===== src/sv/suffix_array_lcp_engine_assert.svh =====
// Assertion macros for the suffix array engine.
`ifndef SUFFIX_ARRAY_LCP_ENGINE_ASSERT_SVH
`define SUFFIX_ARRAY_LCP_ENGINE_ASSERT_SVH
`ifndef ASSERT_OFF
`define SALCP_ASSERT(lbl, prop, msg) \
    lbl: assert property (@(posedge clk) disable iff (!rst_n) (prop)) else $error(msg);
`define SALCP_ASSERT_IMP(lbl, ante, cons, msg) \
    lbl: assert property (@(posedge clk) disable iff (!rst_n) (ante) |-> (cons)) else $error(msg);
`else
`define SALCP_ASSERT(lbl, prop, msg)
`define SALCP_ASSERT_IMP(lbl, ante, cons, msg)
`endif
`endif


===== src/sv/salcp_log2.sv =====
module salcp_log2 #(
    parameter int W = 11
) (
    input  logic [W-1:0]         value,
    output logic [$clog2(W)-1:0] result
);

    // floor(log2(value)); zero gives zero
    always_comb
    begin
        result = '0;
        for (int b = 0; b < W; b++)
        begin
            if (value[b])
            begin
                result = ($clog2(W))'(b);
            end
        end
    end

endmodule


===== config.mk =====
export PLATFORM = sky130hd
export DESIGN_NAME = salcp_log2
export DESIGN_NICKNAME = d
export VERILOG_FILES = /design/src/sv/suffix_array_lcp_engine_assert.svh /design/src/sv/salcp_log2.sv
export SDC_FILE = /design/constraint.sdc
export NUM_CORES = 1
export LEC_CHECK = 0
export BUFFER_PORTS_ARGS = -buffer_cell sky130_fd_sc_hd__buf_2
export CAP_MARGIN = 40
export CORE_AREA = 10 10 47 49
export DETAILED_ROUTE_END_ITERATION = 8
export DIE_AREA = 0 0 57 59
export SLEW_MARGIN = 0
export SYNTH_ARGS = -nofsm -noshare
export SYNTH_HDL_FRONTEND = slang
export SYNTH_SLANG_ARGS = --single-unit

===== constraint.sdc =====
create_clock -name vclk -period 2.4
set_input_delay 0.48 -clock vclk [all_inputs]
set_output_delay 0.48 -clock vclk [all_outputs]
set_load 0.02 [all_outputs]

==> qor.yml <==
run_status:
  status: "complete, no violations"
logic_synthesis:
  synth_top_area_share_pct: 25.71
  ys_seq_area_share_pct: 0
  synth_area_leader_cell: "nor2_1"
  synth.most_common_cell: "nor2_1"
  synth.area.top_cells: "nor2_1 (26%), a221oi_2 (17%), a221o_1 (11%)"
  syn_nets: 26
  synth_area_um2: 87.58
  synth_warnings: 0
  yosys-top-cells-count: "nor2_1 (6), inv_1 (2)"
  yosysUniqueCellTypes: 9
  syn_inst: 15
  syn_area_per_cell_um2: 5.839
worst_setup_path:
  crit_top_cell: "buf_2"
  slowest_stage: "a221o_1"
  required_ns: 1.92
  worst_ep_arrival_time_ns: 1.45
  cp_top_family: "compound AO/OA/AOI/OAI gates"
  worstSetupEndpointType: "primary output"
  path_max_fanout: 2
  cp_num_buf_inv: 2
  start_kind: "primary input"
  worstPathCellList: "buf_2 > nand2b_1 > a221o_1 > a221oi_2 > buf_2"
  critPathKind: "in2out"
  cpPeakStageDelay_ns: 0.31
clock_network:
  cts_resized: 0
  postCtsSetupBuffers: 0
  cts_hold_buf: 0
die:
  start_util_pct: 6.250
  core_um2: 1401
  die_h_um: 59
  rows: 14
  die-width_um: 57
  io_pins: 15
  die-area_um2: 3363
timing:
  rsz0062_at_grt: "false"
  final_max_slew_viol_count: 0
  setup_violations: 0
  fmax_mhz: 518.7
  finalCriticalPeriod_ns: 1.928
  timing.final.crit_share_pct: 80.32
  hold_viol: 0
  worstMarginPinSlew_ns: 0.2423
  tns_ns: 0
  max_slew_margin_pct: 83.71
drt:
  dr.pass1.iters: 4
  initialDrtViolationCount: 3
  drc_errors: 0
  wl_met2_um: 91
  dr.max_layer_used: "met3"
  num_vias: 151
  dr_wl_met3_um: 159
  detail-route-antenna-nets: 0
  wl_per_cell_um: 9.800
  viasPerCell: 3.356
  met1_length_um: 190
  wl_um: 441
pwr:
  comb_power_share_pct: 100.0
  p_per_area_nw_per_um2: 169.7
  clockPowerShare_pct: 0
  p_leak_nw: 0.09842
  p_sw_share_pct: 54.55
  internal_power_mw: 0.01370
  p_switching_mw: 0.01645
  pwr-share-seq_pct: 0
  ir_drop_uv: 27.13
  fin_total_pwr_mw: 0.03014
finish:
  finish.instance_area_um2: 177.7
  finalNonFillerCells: 45
  drive_gt1_share_pct: 51.72
  fin_nets: 42
  nClkBuffers: 0
  area_growth_pct: 102.9
  diodes: 0
  n_sequential_cell: 0
  ff_latch_area_um2: 0
  fin_util_pct: 12.68
global_route:
  grt_first_pass_wirelength_um: 703
  grtUsageTotal_pct: 2.335
  grt_max_degree: 5
  grt_pass1_vias: 143
  globalRouteOverflowTotal: 0
  antenna_found_initial: 0
run:
  drv_cap: 0
place:
  place_inst: 45
  postPlaceCellArea_um2: 177.7
  dp_hpwl_um: 408.9
  io_buffers: 14
  gp_congestion: 0.7951
worst_hold_path:
  hold_path.class: "in2out"
-- cells by family (layout without fill, tap and decap cells) --
group                  Yosys count  in the layout  share of synthesized area (%)
and+or+nand+nor                  8              8                          40.01
buffers and inverters            2             16                          8.575
AOI/OAI and AO/OA                5              5                          51.42
-- layout by cell type, fill, tap and decap left out, drive strengths merged --
master	count
nor2	6
a21oi	1
a221oi	1
a221o	1
a21o	1
inv	2
nand2b	1
o31ai	1
or3	1
buf	14
-- through the flow --
| step | setup slack (ns) | hold WS [ns] |
|---|---|---|
| 2_1_floorplan | 0.5702 | 1.002 |
| 4_1_cts | 0.4776 | 1.258 |
| 5_1_grt | 0.4464 | 1.278 |
| 3_3_place_gp | 0.5012 | 1.252 |
| 6_report | 0.4722 | 1.255 |
| 3_5_place_dp | 0.4781 | 1.257 |
-- power by group through the flow --
stage,registers [mW],clock network [mW],logic (mW)
3_3_place_gp,0,0,0.0297
2_1_floorplan,0,0,0.0143
5_1_grt,0,0,0.0335
4_1_cts,0,0,0.0303
3_5_place_dp,0,0,0.0301
6_report,0,0,0.0301
-- path summary, 6_finish.rpt --
check,start,endpoint,cells past startpoint
max,value[2],result[0],5
min,value[10],result[0],3
-- cell type report --
type,instances,area [µm²]
Tap cell,16,20.02
Multi-Input combinational cell,13,80.08
Fill cell,167,1224
Inverter,2,7.507
Timing Repair Buffer,14,70.07
-- per-layer routing --
layer	vias to the layer above	global-route usage, %
met5	-	0
met4	0	0
met3	0	3.004
met2	14	2.171
met1	52	3.092
li1	85	-
No activity file was read; power rests on OpenSTA's default activity.
